**src/design/plbt_pkg.sv**
```systemverilog
// Shared types, constants and bit-search functions of the price level book tracker.
package plbt_pkg;

   // Fixed field widths.
   localparam int PRICE_W = 31;
   localparam int BASE_W  = 30;
   localparam int LVL_W   = 16;
   localparam int WORD_W  = 64;
   localparam int POS_W   = 6;

   // Default sizes of the book.
   localparam int LEVELS_DEF     = 1024;
   localparam int WORDS_DEF      = 16;
   localparam int COUNT_BITS_DEF = 16;

   // Commands from the controller to the datapath.
   typedef struct packed {
      logic clr_en;
      logic capture;
      logic rd_level;
      logic update;
      logic scan_first;
      logic scan_step;
      logic scan_check;
      logic load_rsp;
   } plbt_cmd_type;

   // Status from the datapath to the controller.
   typedef struct packed {
      logic clr_last;
      logic rejected;
      logic need_scan;
      logic first_done;
      logic check_done;
      logic rsp_busy;
   } plbt_sts_type;

   // Position of the lowest set bit; 0 when the word is empty.
   function automatic logic [POS_W-1:0] lowest_bit(input logic [WORD_W-1:0] v);
      logic [POS_W-1:0] n;
      n = '0;
      for (int i = WORD_W - 1; i >= 0; i--) begin
         if (v[i]) begin
            n = POS_W'(i);
         end
      end
      return n;
   endfunction

   // Position of the highest set bit; 0 when the word is empty.
   function automatic logic [POS_W-1:0] highest_bit(input logic [WORD_W-1:0] v);
      logic [POS_W-1:0] n;
      n = '0;
      for (int i = 0; i < WORD_W; i++) begin
         if (v[i]) begin
            n = POS_W'(i);
         end
      end
      return n;
   endfunction

endpackage

```
**src/design/plbt_ctrl.sv**
```systemverilog
// Controller of the price level book tracker: sequences clearing, update, scan and result.
module plbt_ctrl (
   input  logic                   clock,
   input  logic                   reset,
   input  logic                   req_valid,
   output logic                   req_stall,
   output plbt_pkg::plbt_cmd_type cmd,
   input  plbt_pkg::plbt_sts_type sts
);
   import plbt_pkg::*;

   typedef enum logic [2:0] {
      ST_CLEAR,
      ST_IDLE,
      ST_READ,
      ST_UPDATE,
      ST_SCAN_FIRST,
      ST_SCAN_PRIME,
      ST_SCAN,
      ST_FINISH
   } state_type;

   state_type state_ff;

   // Items are taken only between events, after the clearing pass.
   assign req_stall = (state_ff != ST_IDLE);

   // Command decode per state.
   always_comb begin
      cmd = '0;
      unique case (state_ff)
         ST_CLEAR: begin
            cmd.clr_en = 1'b1;
         end
         ST_IDLE: begin
            cmd.capture = req_valid;
         end
         ST_READ: begin
            cmd.rd_level = !sts.rejected;
         end
         ST_UPDATE: begin
            cmd.update = 1'b1;
         end
         ST_SCAN_FIRST: begin
            cmd.scan_first = sts.need_scan;
         end
         ST_SCAN_PRIME: begin
            cmd.scan_step = 1'b1;
         end
         ST_SCAN: begin
            cmd.scan_check = 1'b1;
            cmd.scan_step  = 1'b1;
         end
         ST_FINISH: begin
            cmd.load_rsp = !sts.rsp_busy;
         end
         default: begin
            cmd = '0;
         end
      endcase
   end

   // State register.
   always_ff @(posedge clock) begin
      if (reset) begin
         state_ff <= ST_CLEAR;
      end else begin
         unique case (state_ff)
            ST_CLEAR: begin
               if (sts.clr_last) begin
                  state_ff <= ST_IDLE;
               end
            end
            ST_IDLE: begin
               if (req_valid) begin
                  state_ff <= ST_READ;
               end
            end
            ST_READ: begin
               state_ff <= sts.rejected ? ST_FINISH : ST_UPDATE;
            end
            ST_UPDATE: begin
               state_ff <= ST_SCAN_FIRST;
            end
            ST_SCAN_FIRST: begin
               if (!sts.need_scan || sts.first_done) begin
                  state_ff <= ST_FINISH;
               end else begin
                  state_ff <= ST_SCAN_PRIME;
               end
            end
            ST_SCAN_PRIME: begin
               state_ff <= ST_SCAN;
            end
            ST_SCAN: begin
               if (sts.check_done) begin
                  state_ff <= ST_FINISH;
               end
            end
            ST_FINISH: begin
               if (!sts.rsp_busy) begin
                  state_ff <= ST_IDLE;
               end
            end
            default: begin
               state_ff <= ST_CLEAR;
            end
         endcase
      end
   end

endmodule
```
**config.mk**
```make
export PLATFORM = sky130hd
export DESIGN_NAME = plbt_ctrl
export DESIGN_NICKNAME = d
export VERILOG_FILES = /design/src/design/plbt_pkg.sv /design/src/design/plbt_ctrl.sv
export SDC_FILE = /design/constraint.sdc
export NUM_CORES = 1
export LEC_CHECK = 0
export ABC_CLOCK_PERIOD_IN_PS = 1700
export BUFFER_PORTS_ARGS = -buffer_cell sky130_fd_sc_hd__buf_2
export CAP_MARGIN = 0
export CORE_AREA = 5 5 42 44
export DETAILED_ROUTE_END_ITERATION = 7
export DIE_AREA = 0 0 47 49
export HOLD_SLACK_MARGIN = 0.12
export PLACE_DENSITY = 0.51
export SYNTH_ARGS = -nofsm -noshare
export SYNTH_HDL_FRONTEND = slang
export SYNTH_SLANG_ARGS = --single-unit
```
**constraint.sdc**
```tcl
create_clock -name clock -period 1.7 [get_ports clock]
set_clock_uncertainty 0.05 [all_clocks]
set_input_delay 0.085 -clock clock [delete_from_list [all_inputs] [get_ports clock]]
set_output_delay 0.085 -clock clock [all_outputs]
set_load 0.02 [all_outputs]
```
==> impl_metrics.py <==
metrics = {
    "cells_and_area": {
        "drive_gt1_frac": 0.393,
        "fin_util": 0.300,
        "diodes": 0,
        "largestRegisters": "state_ff (3)",
        "area_growth_pct": 37.7,
        "final_nets": 71,
        "largest_reg_flops": 3,
        "stdcell_area_um2": 420,
        "regMostFlops": "state_ff",
    },
    "timing": {
        "tns_ps": 0,
        "grt_setup_unrepaired": "false",
        "min_period_over_period": 0.884,
        "max_clock_freq_ghz": 0.665,
        "setup_violations": 0,
        "relSlewSlack": 0.643,
        "drv_slew": 0,
        "tightest_slew_ps": 535,
        "setup_ws_ps": 197,
        "period_needed_ps": 1500,
        "finalHoldViolations": 0,
    },
    "yosys": {
        "netlist_top_cells_area": "dfxtp_1 (20%), buf_6 (7.4%), nand2_1 (7.4%), nor2_1 (7.4%), mux2i_1 (6.6%)",
        "synth_area_leader_cell": "dfxtp_1",
        "synthArstFlopShare": 0,
        "synth_top_cell_area_share": 0.197,
        "syn-instance-count": 41,
        "ys_warn_count": 0,
        "synth_commonest_cells": "nand2_1 (6), nor2_1 (6), nor3_1 (4), a21oi_1 (3), dfxtp_1 (3)",
        "syn-cell-area_um2": 305,
        "ys_seq_area_frac": 0.197,
        "ys_ff_latch": 3,
        "synth_fp_nets": 50,
        "syn_area_per_cell_um2": 7.45,
        "yosysUniqueCellTypes": 21,
        "synth_flop_cell": "dfxtp_1",
        "synth_edf_count": 0,
    },
    "critical_path": {
        "crit_path_max_incr_delay_ps": 650,
        "cp_max_fo": 15,
        "path_delay_family": "flip-flops",
        "cp.arrival_ps": 1370,
        "cp-end-kind": "primary output",
        "crit_buf_inv": 1,
        "crit_type": "reg2out",
        "cp.required_ps": 1560,
        "worstPathCellList": "nand2_1, nor3_1, buf_2",
        "critPathSlowestCell": "dfxtp_1",
        "worstSetupStartpointType": "register",
    },
    "power_and_ir_drop": {
        "ir_drop_mv": 0.172,
        "clockPowerShare": 0.391,
        "power.density_nw_per_um2": 778,
        "switching_share": 0.345,
        "seq_power_share": 0.312,
        "p_comb_frac": 0.297,
        "power_switching_uw": 113,
        "internal_power_uw": 214,
        "power_leakage_uw": 0.000202,
    },
    "clock_network": {
        "hold_buffers": 2,
        "htree_levels": 1,
        "clock_path_buffers": 2,
        "clk_latency_ps": 240,
        "cts_resized": 0,
        "clkTransAtPathRegs_ps": 30,
        "cts.sinks": 3,
        "cts_tree": "yes",
        "numCtsBuffers": 3,
        "cts_root_buf": "clkbuf_4",
        "postCtsSetupRepairBufs": 0,
    },
    "place": {
        "place_area_um2": 374,
        "post-place-ws_ps": 361,
        "place_hpwl_um": 593,
        "io_buffer_count": 17,
        "place_congestion": 0.700,
    },
    "worst_hold_path": {
        "worst_hold_path_type": "in2reg",
    },
    "outcome": {
        "status": "finished clean",
    },
    "global_routing": {
        "gr-total-overflow": 0,
        "grt_pass1_wl_mm": 1.28,
        "gr-usage-all-layers": 0.0774,
        "grt_max_degree": 16,
        "grt_pass1_vias": 322,
        "grt_antenna_before_repair": 0,
    },
    "floorplanning": {
        "die_h_um": 49,
        "row_count": 14,
        "die_area_um2": 2300,
        "initial_utilization": 0.218,
        "die_w_um": 47,
        "fp.coreArea_um2": 1400,
        "io-pin-count": 18,
    },
    "detailed_routing": {
        "drt_iter0_drc": 8,
        "num_vias": 338,
        "drtAntennaViolNets": 0,
        "wl_per_cell_um": 10.4,
        "first_pass_iters": 4,
        "drt-total-wl_um": 798,
        "drc_errors": 0,
        "via_per_inst": 4.39,
    },
    "run": {
        "drv_cap": 0,
    },
}
-- through the flow --
step	hold WS, ps	cells	power, uW
2_1_floorplan	104	41	178
3_3_place_gp	253	71	197
3_5_place_dp	253	71	197
4_1_cts	214	77	332
5_1_grt	239	77	352
6_report	212	77	327
-- final timing paths --
| check | from | end | slack (ps) | cells past startpoint |
|---|---|---|---|---|
| worst max-delay path | state_ff[0] | cmd[0] | 200 | 3 |
| worst min-delay path | req_valid | state_ff[0] | 210 | 5 |
| worst max register to register | state_ff[1] | state_ff[1] | 360 | 4 |
| worst min register to register | state_ff[0] | state_ff[0] | 640 | 2 |
-- final cells by class --
cell class,count,area (um2)
multi-input combinational,33,201
sequential,3,60.1
timing repair buffer,19,105
fill,166,981
inverter,2,7.51
tap,16,20.0
clock buffer,4,26.3
-- layer usage --
metal,GRT usage,wire length [um],up-vias
li1,-,-,181
met1,0.0897,364,146
met2,0.115,370,11
met3,0,63,0
met4,0.0829,0,0
met5,0,0,-
-- placed cells by master, fill, tap and decap left out, types with 2 or more instances in the layout --
| cell | count |
|---|---|
| inv_1 | 2 |
| mux2i_1 | 2 |
| buf_2 | 17 |
| a21oi_1 | 3 |
| clkbuf_4 | 3 |
| nor3_1 | 4 |
| nand2_1 | 6 |
| dlygate4sd3_1 | 2 |
| dfxtp_1 | 3 |
| nor2_1 | 6 |
-- cells by family (layout without fill, tap and decap cells) --
family	Yosys count	in the layout	synth area share
muxes	2	2	0.0656
xor gates and xnor gates	1	1	0.0287
buffers and inverters	5	25	0.143
DFF	3	3	0.197
AOI/OAI and AO/OA	6	6	0.143
and+or+nand+nor	24	24	0.422
-- power by group through the flow --
stage | clock [uW] | sequential, uW | combinational, uW
floorplan | 0 | 86.6 | 91.7
finish | 128 | 102 | 97.1
global placement | 0 | 102 | 94.7
global route | 140 | 105 | 107
detailed placement | 0 | 103 | 94.4
CTS | 132 | 101 | 98.6
-- worst register-to-register path: cells and delay by family, from the launching register on --
family	cells	cell delay [ps]
multiplexers	1	140
AND/OR/NAND/NOR	2	520
flip-flops	1	420
AO/OA/AOI/OAI	1	80
Power figures use the tool's default switching activity.
