`src/design/plbt_pkg.sv`:
```
// Shared types, constants and bit-search functions of the price level book tracker.
package plbt_pkg;

   // Fixed field widths.
   localparam int PRICE_W = 31;
   localparam int BASE_W  = 30;
   localparam int LVL_W   = 16;
   localparam int WORD_W  = 64;
   localparam int POS_W   = 6;

   // Default sizes of the book.
   localparam int LEVELS_DEF     = 1024;
   localparam int WORDS_DEF      = 16;
   localparam int COUNT_BITS_DEF = 16;

   // Commands from the controller to the datapath.
   typedef struct packed {
      logic clr_en;
      logic capture;
      logic rd_level;
      logic update;
      logic scan_first;
      logic scan_step;
      logic scan_check;
      logic load_rsp;
   } plbt_cmd_type;

   // Status from the datapath to the controller.
   typedef struct packed {
      logic clr_last;
      logic rejected;
      logic need_scan;
      logic first_done;
      logic check_done;
      logic rsp_busy;
   } plbt_sts_type;

   // Position of the lowest set bit; 0 when the word is empty.
   function automatic logic [POS_W-1:0] lowest_bit(input logic [WORD_W-1:0] v);
      logic [POS_W-1:0] n;
      n = '0;
      for (int i = WORD_W - 1; i >= 0; i--) begin
         if (v[i]) begin
            n = POS_W'(i);
         end
      end
      return n;
   endfunction

   // Position of the highest set bit; 0 when the word is empty.
   function automatic logic [POS_W-1:0] highest_bit(input logic [WORD_W-1:0] v);
      logic [POS_W-1:0] n;
      n = '0;
      for (int i = 0; i < WORD_W; i++) begin
         if (v[i]) begin
            n = POS_W'(i);
         end
      end
      return n;
   endfunction

endpackage

```
`src/design/plbt_csr.sv`:
```
// Configuration register file of the price level book tracker (base price).
module plbt_csr (
   input  logic                        clock,
   input  logic                        reset,
   input  logic                        csr_psel,
   input  logic                        csr_penable,
   input  logic                        csr_pwrite,
   input  logic [2:0]                  csr_paddr,
   input  logic [31:0]                 csr_pwdata,
   output logic [31:0]                 csr_prdata,
   output logic                        csr_pready,
   output logic [plbt_pkg::BASE_W-1:0] base_price
);
   import plbt_pkg::*;

   // Register index carried in the word address bit.
   localparam logic IDX_BASE_PRICE = 1'b0;

   logic [BASE_W-1:0] base_ff;
   logic              wr_en;

   // A write completes in the access phase; the port never waits.
   assign csr_pready = 1'b1;
   assign wr_en = csr_psel && csr_penable && csr_pwrite &&
                  (csr_paddr[2] == IDX_BASE_PRICE);

   always_ff @(posedge clock) begin
      if (reset) begin
         base_ff <= '0;
      end else if (wr_en) begin
         base_ff <= csr_pwdata[BASE_W-1:0];
      end
   end

   // Read back the selected register.
   always_comb begin
      if (csr_paddr[2] == IDX_BASE_PRICE) begin
         csr_prdata = {{(32 - BASE_W){1'b0}}, base_ff};
      end else begin
         csr_prdata = '0;
      end
   end

   assign base_price = base_ff;

endmodule

```
`config.mk`:
```
export PLATFORM = sky130hd
export DESIGN_NAME = plbt_csr
export DESIGN_NICKNAME = d
export VERILOG_FILES = /design/src/design/plbt_pkg.sv /design/src/design/plbt_csr.sv
export SDC_FILE = /design/constraint.sdc
export NUM_CORES = 1
export LEC_CHECK = 0
export ABC_AREA = 1
export BUFFER_PORTS_ARGS = -buffer_cell sky130_fd_sc_hd__buf_4
export CORE_MARGIN = 4
export CORE_UTILIZATION = 42
export CTS_CLUSTER_SIZE = 24
export DETAILED_ROUTE_END_ITERATION = 10
export PLACE_DENSITY = 0.8
export SYNTH_ARGS = -nofsm -noshare
export SYNTH_HDL_FRONTEND = slang
export SYNTH_SLANG_ARGS = --single-unit
```
`constraint.sdc`:
```
create_clock -name clock -period 0.9 [get_ports clock]
set_clock_uncertainty 0.1 [all_clocks]
set_input_delay 0.135 -clock clock [delete_from_list [all_inputs] [get_ports clock]]
set_output_delay 0.135 -clock clock [all_outputs]
set_load 0.05 [all_outputs]
```
==> results of run 1 <==
## synth_stat cells, drive strengths merged
master	count
nor2	92
inv	64
nand2	32
dfxtp	30
nand3	30
buf	12
clkbuf	6
conb	2
## per-stage QoR
step	setup WS, ns	instance area, sq um
floorplan	-0.138	1920
CTS	-0.254	3100
detailed placement	-0.149	2700
global placement	-0.125	2700
## timing repair
action	CTS
gates cloned	0
pin swaps	7
gates resized for setup	79
endpoints found under the setup margin	60
buffers inserted	3
## cell families after synthesis
family | Yosys count | share of synthesized area (%)
buffers and inverters | 82 | 21.6
DFF | 30 | 38.4
other | 2 | 0.480
and+or+nand+nor | 154 | 39.5
==> run metrics, run 1 <==
error msg [ERROR DPL-0033] detailed placement checks failed during check placement.; Stopped at 5_1_grt; cell taking the most area after synthesis dfxtp_1; Die Y 69.0 um; port bufs 95; Initial Util 45.1%; dpl hpwl 3520 um; syn_area_per_cell 5.84 sq um; Syn Std Cell Area 1560 sq um; library cells used by synthesis 11; placed instance count 405; gpl congestion 0.726; root buf cell clkbuf_8; outcome did not finish; clk buf depth 2; initial antenna violation count 0; Syn Inst Count 268; Die Wd 69.0 um; H-tree levels 2; Num CTS Buffers 5; IO Pins 103; Worst EP kind primary output; # rows 21; FF+latch count, synth 30; worst endpoint after global-route timing repair csr_prdata[18]; Synth area leaders dfxtp_1, nor2_1, inv_1, nand3_1, nand2_1; CTS Hold Bufs 0; Clock Sink Count 30; top-area cell type share of the netlist area 38.4%; synthesis warning total 0; Seq/Total Area, Yosys 38.4%; largest net degree at the start of global routing 31
==> run 2, diff against run 1 <==
--- a/config.mk
+++ b/config.mk
@@ -8,10 +8,9 @@
 export ABC_AREA = 1
 export BUFFER_PORTS_ARGS = -buffer_cell sky130_fd_sc_hd__buf_4
 export CORE_MARGIN = 4
-export CORE_UTILIZATION = 42
-export CTS_CLUSTER_SIZE = 24
+export CORE_UTILIZATION = 40
 export DETAILED_ROUTE_END_ITERATION = 10
-export PLACE_DENSITY = 0.8
+export PLACE_DENSITY_LB_ADDON = 0.15
 export SYNTH_ARGS = -nofsm -noshare
 export SYNTH_HDL_FRONTEND = slang
 export SYNTH_SLANG_ARGS = --single-unit
==> run 2 against run 1 <==
Compared with the run above:
- the flow now finishes, with violations (negative setup slack)
- synthesized cell count stayed put
- area after synthesis stayed put
==> run metrics, run 2 <==
outcome complete, but fails checks; failing checks negative setup slack; CTS Hold Bufs 0; Clock Sink Count 30; ANT cells 0; asr flop ratio synth 0%; FF/Latch Area 713 sq um; CTS tree built; worst skew pair latency 0.28 ns; CP startpoint kind flop; critical path arrival 0.95 ns; Post-Route WL 5960 um; metal2 WL 3330 um; vias in the first global route 1,798; max_cap viols 0; fillers 155; FF+latch count, synth 30; hold wc startpoint csr_pwdata[14]; Syn Std Cell Area 1560 sq um; layout cells sized above 1 58.1%; placed instance count 405; VDD IR max 0.808 mV; area of the die 4970 sq um; Setup crit start base_price[26]; Tmin final 1.18 ns; Num CTS Buffers 5; Die Y 70.5 um; H-tree levels 2; first-pass detailed-route iteration total 4; Worst R2R Start base_price[20]; Area Overhead vs Synth 114%; number of cells on the critical path 3; hold_ws 0.0652 ns; unrepaired setup endpoints after global routing yes; r2r endpoint base_price[20]; most frequent cell after synthesis nor2_1; Core Region 3720 sq um; Tot GR Track Use 20.7%; Final Core Density 90.3%; crit path max-delay cell type dfxtp_4; port bufs 95; Final WS setup -0.283 ns; Crit Path Category flop to output pin; Finish-stage setup viols 60; FF-to-FF setup slack 0.05 ns; most frequent cells in the layout nor2_1, buf_4, buf_6; top-area cell type share of the netlist area 38.4%; Reg clk slew, reported paths 0.06 ns; crit path capture csr_prdata[26]; FMAX 845 MHz; Synth Flop Type dfxtp_1; Die Wd 70.5 um; gpl congestion 0.730; # rows 22; non-filler cells in the finished layout 430; Worst Setup End Kind output pin; M1 WL 2080 um; Reg2Reg Depth 3; Required @ worst endpoint 0.66 ns; Buf/Inv on CP 2; Final nets 421; Leak 1.56 nW; drt drc 0; Seq/Total Area, Yosys 38.4%; drt wl/cell 13.9 um; post-route ant nets 0; Hold Vio Cnt, Final 0; top sig layer met4; period utilization 131%; Largest stage delay, worst path 0.37 ns; Hold Crit Class input pin to flop; initial antenna violation count 0; first-pass GRT wire length 8350 um; syn_area_per_cell 5.84 sq um; pwr/cell area 1030 nW/um^2; cell taking the most area after synthesis dfxtp_1; via count 2,006; Initial Util 42.1%; starting DRC count in detailed routing 155; clk buf depth 2; Syn Inst Count 268; multi-input combinational cell area 860 sq um; delay-heaviest family, CP flip-flops; crit path cell chain inv_4, nor2_4, buf_6; synthesis warning total 0; IO Pins 103; Synth area leaders dfxtp_1, nor2_1, inv_1, nand3_1, nand2_1; routed wl met3 431 um; worst-path maximum fanout 3; Post-synth EDFFs 0; final slew viol count 0; commonest non-fill, non-tap cell in the layout nor2_1; dpl hpwl 3380 um; root buf cell clkbuf_8; grt ovf 0; largest net degree at the start of global routing 31; Synth top cells by count nor2_1, inv_1, nand2_1; vias per inst 4.67; library cells used by synthesis 11; max FFs per register 30
-- run 2: cell counts after synthesis --
No cell type changed its count.
-- run 2: layout make-up --
class / count / area share [%]
inverter: 64 / 7.39
clock inverter: 3 / 0.336
timing repair buffer: 123 / 41.6
tap: 48 / 1.79
multi-input combinational: 157 / 25.6
sequential: 30 / 21.3
clock buffer: 5 / 2.05
-- run 2: worst min-delay path, cell delays in order --
cell     delay, ns
buf_4         0.08
inv_1         0.03
nand3_1       0.06
nand2_1       0.04
nor2_1        0.07
-- run 2: metrics by stage --
| stage | worst slack, ns | cell area, sq um | total power, mW | TNS [ns] |
|---|---|---|---|---|
| finish | -0.283 | 3350 | 3.46 | -13.08 |
| detailed placement | -0.160 | 2720 | 2.31 | -7.47 |
| global route | -0.305 | 3350 | 3.60 | -14.56 |
| CTS | -0.256 | 3100 | 3.36 | -11.60 |
| global placement | -0.126 | 2720 | 2.29 | -6.74 |
| floorplan | -0.138 | 1920 | 2.00 | -2.61 |
-- run 2: per-layer routing --
layer / vias up / GRT usage, %
met5: - / 0
met4: 0 / 7.52
met2: 76 / 37.1
met1: 931 / 24.1
li1: 985 / -
met3: 14 / 4.55
-- run 2: worst min path at each step --
stage                     endpoint  slack (ns)  cells after the start
floorplan            base_price[0]        0.25                      4
detailed placement   base_price[8]        0.35                      5
global route        base_price[23]        0.08                      5
finish              base_price[14]        0.07                      5
CTS                 base_price[23]        0.07                      5
global placement     base_price[1]        0.34                      5
-- run 2: timing repair --
item,4_1_cts,5_1_grt
buffers inserted,1,16
gates resized for setup,81,36
pin swaps,4,2
setup endpoints to repair,60,60
endpoints found under the hold margin,0,0
-- run 2: power by group --
| group | internal (mW) | total, mW | switching (mW) |
|---|---|---|---|
| clock network | 0.514 | 0.985 | 0.471 |
| registers | 1.32 | 1.38 | 0.0589 |
| logic | 0.457 | 1.09 | 0.635 |
| total | 2.29 | 3.46 | 1.16 |
-- run 2: cell families (layout without fill, tap and decap cells) --
logic type	Yosys count	count (layout)	share of synthesized area, %
other	2	3	0.480
DFF	30	30	38.4
buffers and inverters	82	195	21.6
and+or+nand+nor	154	154	39.5
(Power assumes the default switching activity.)
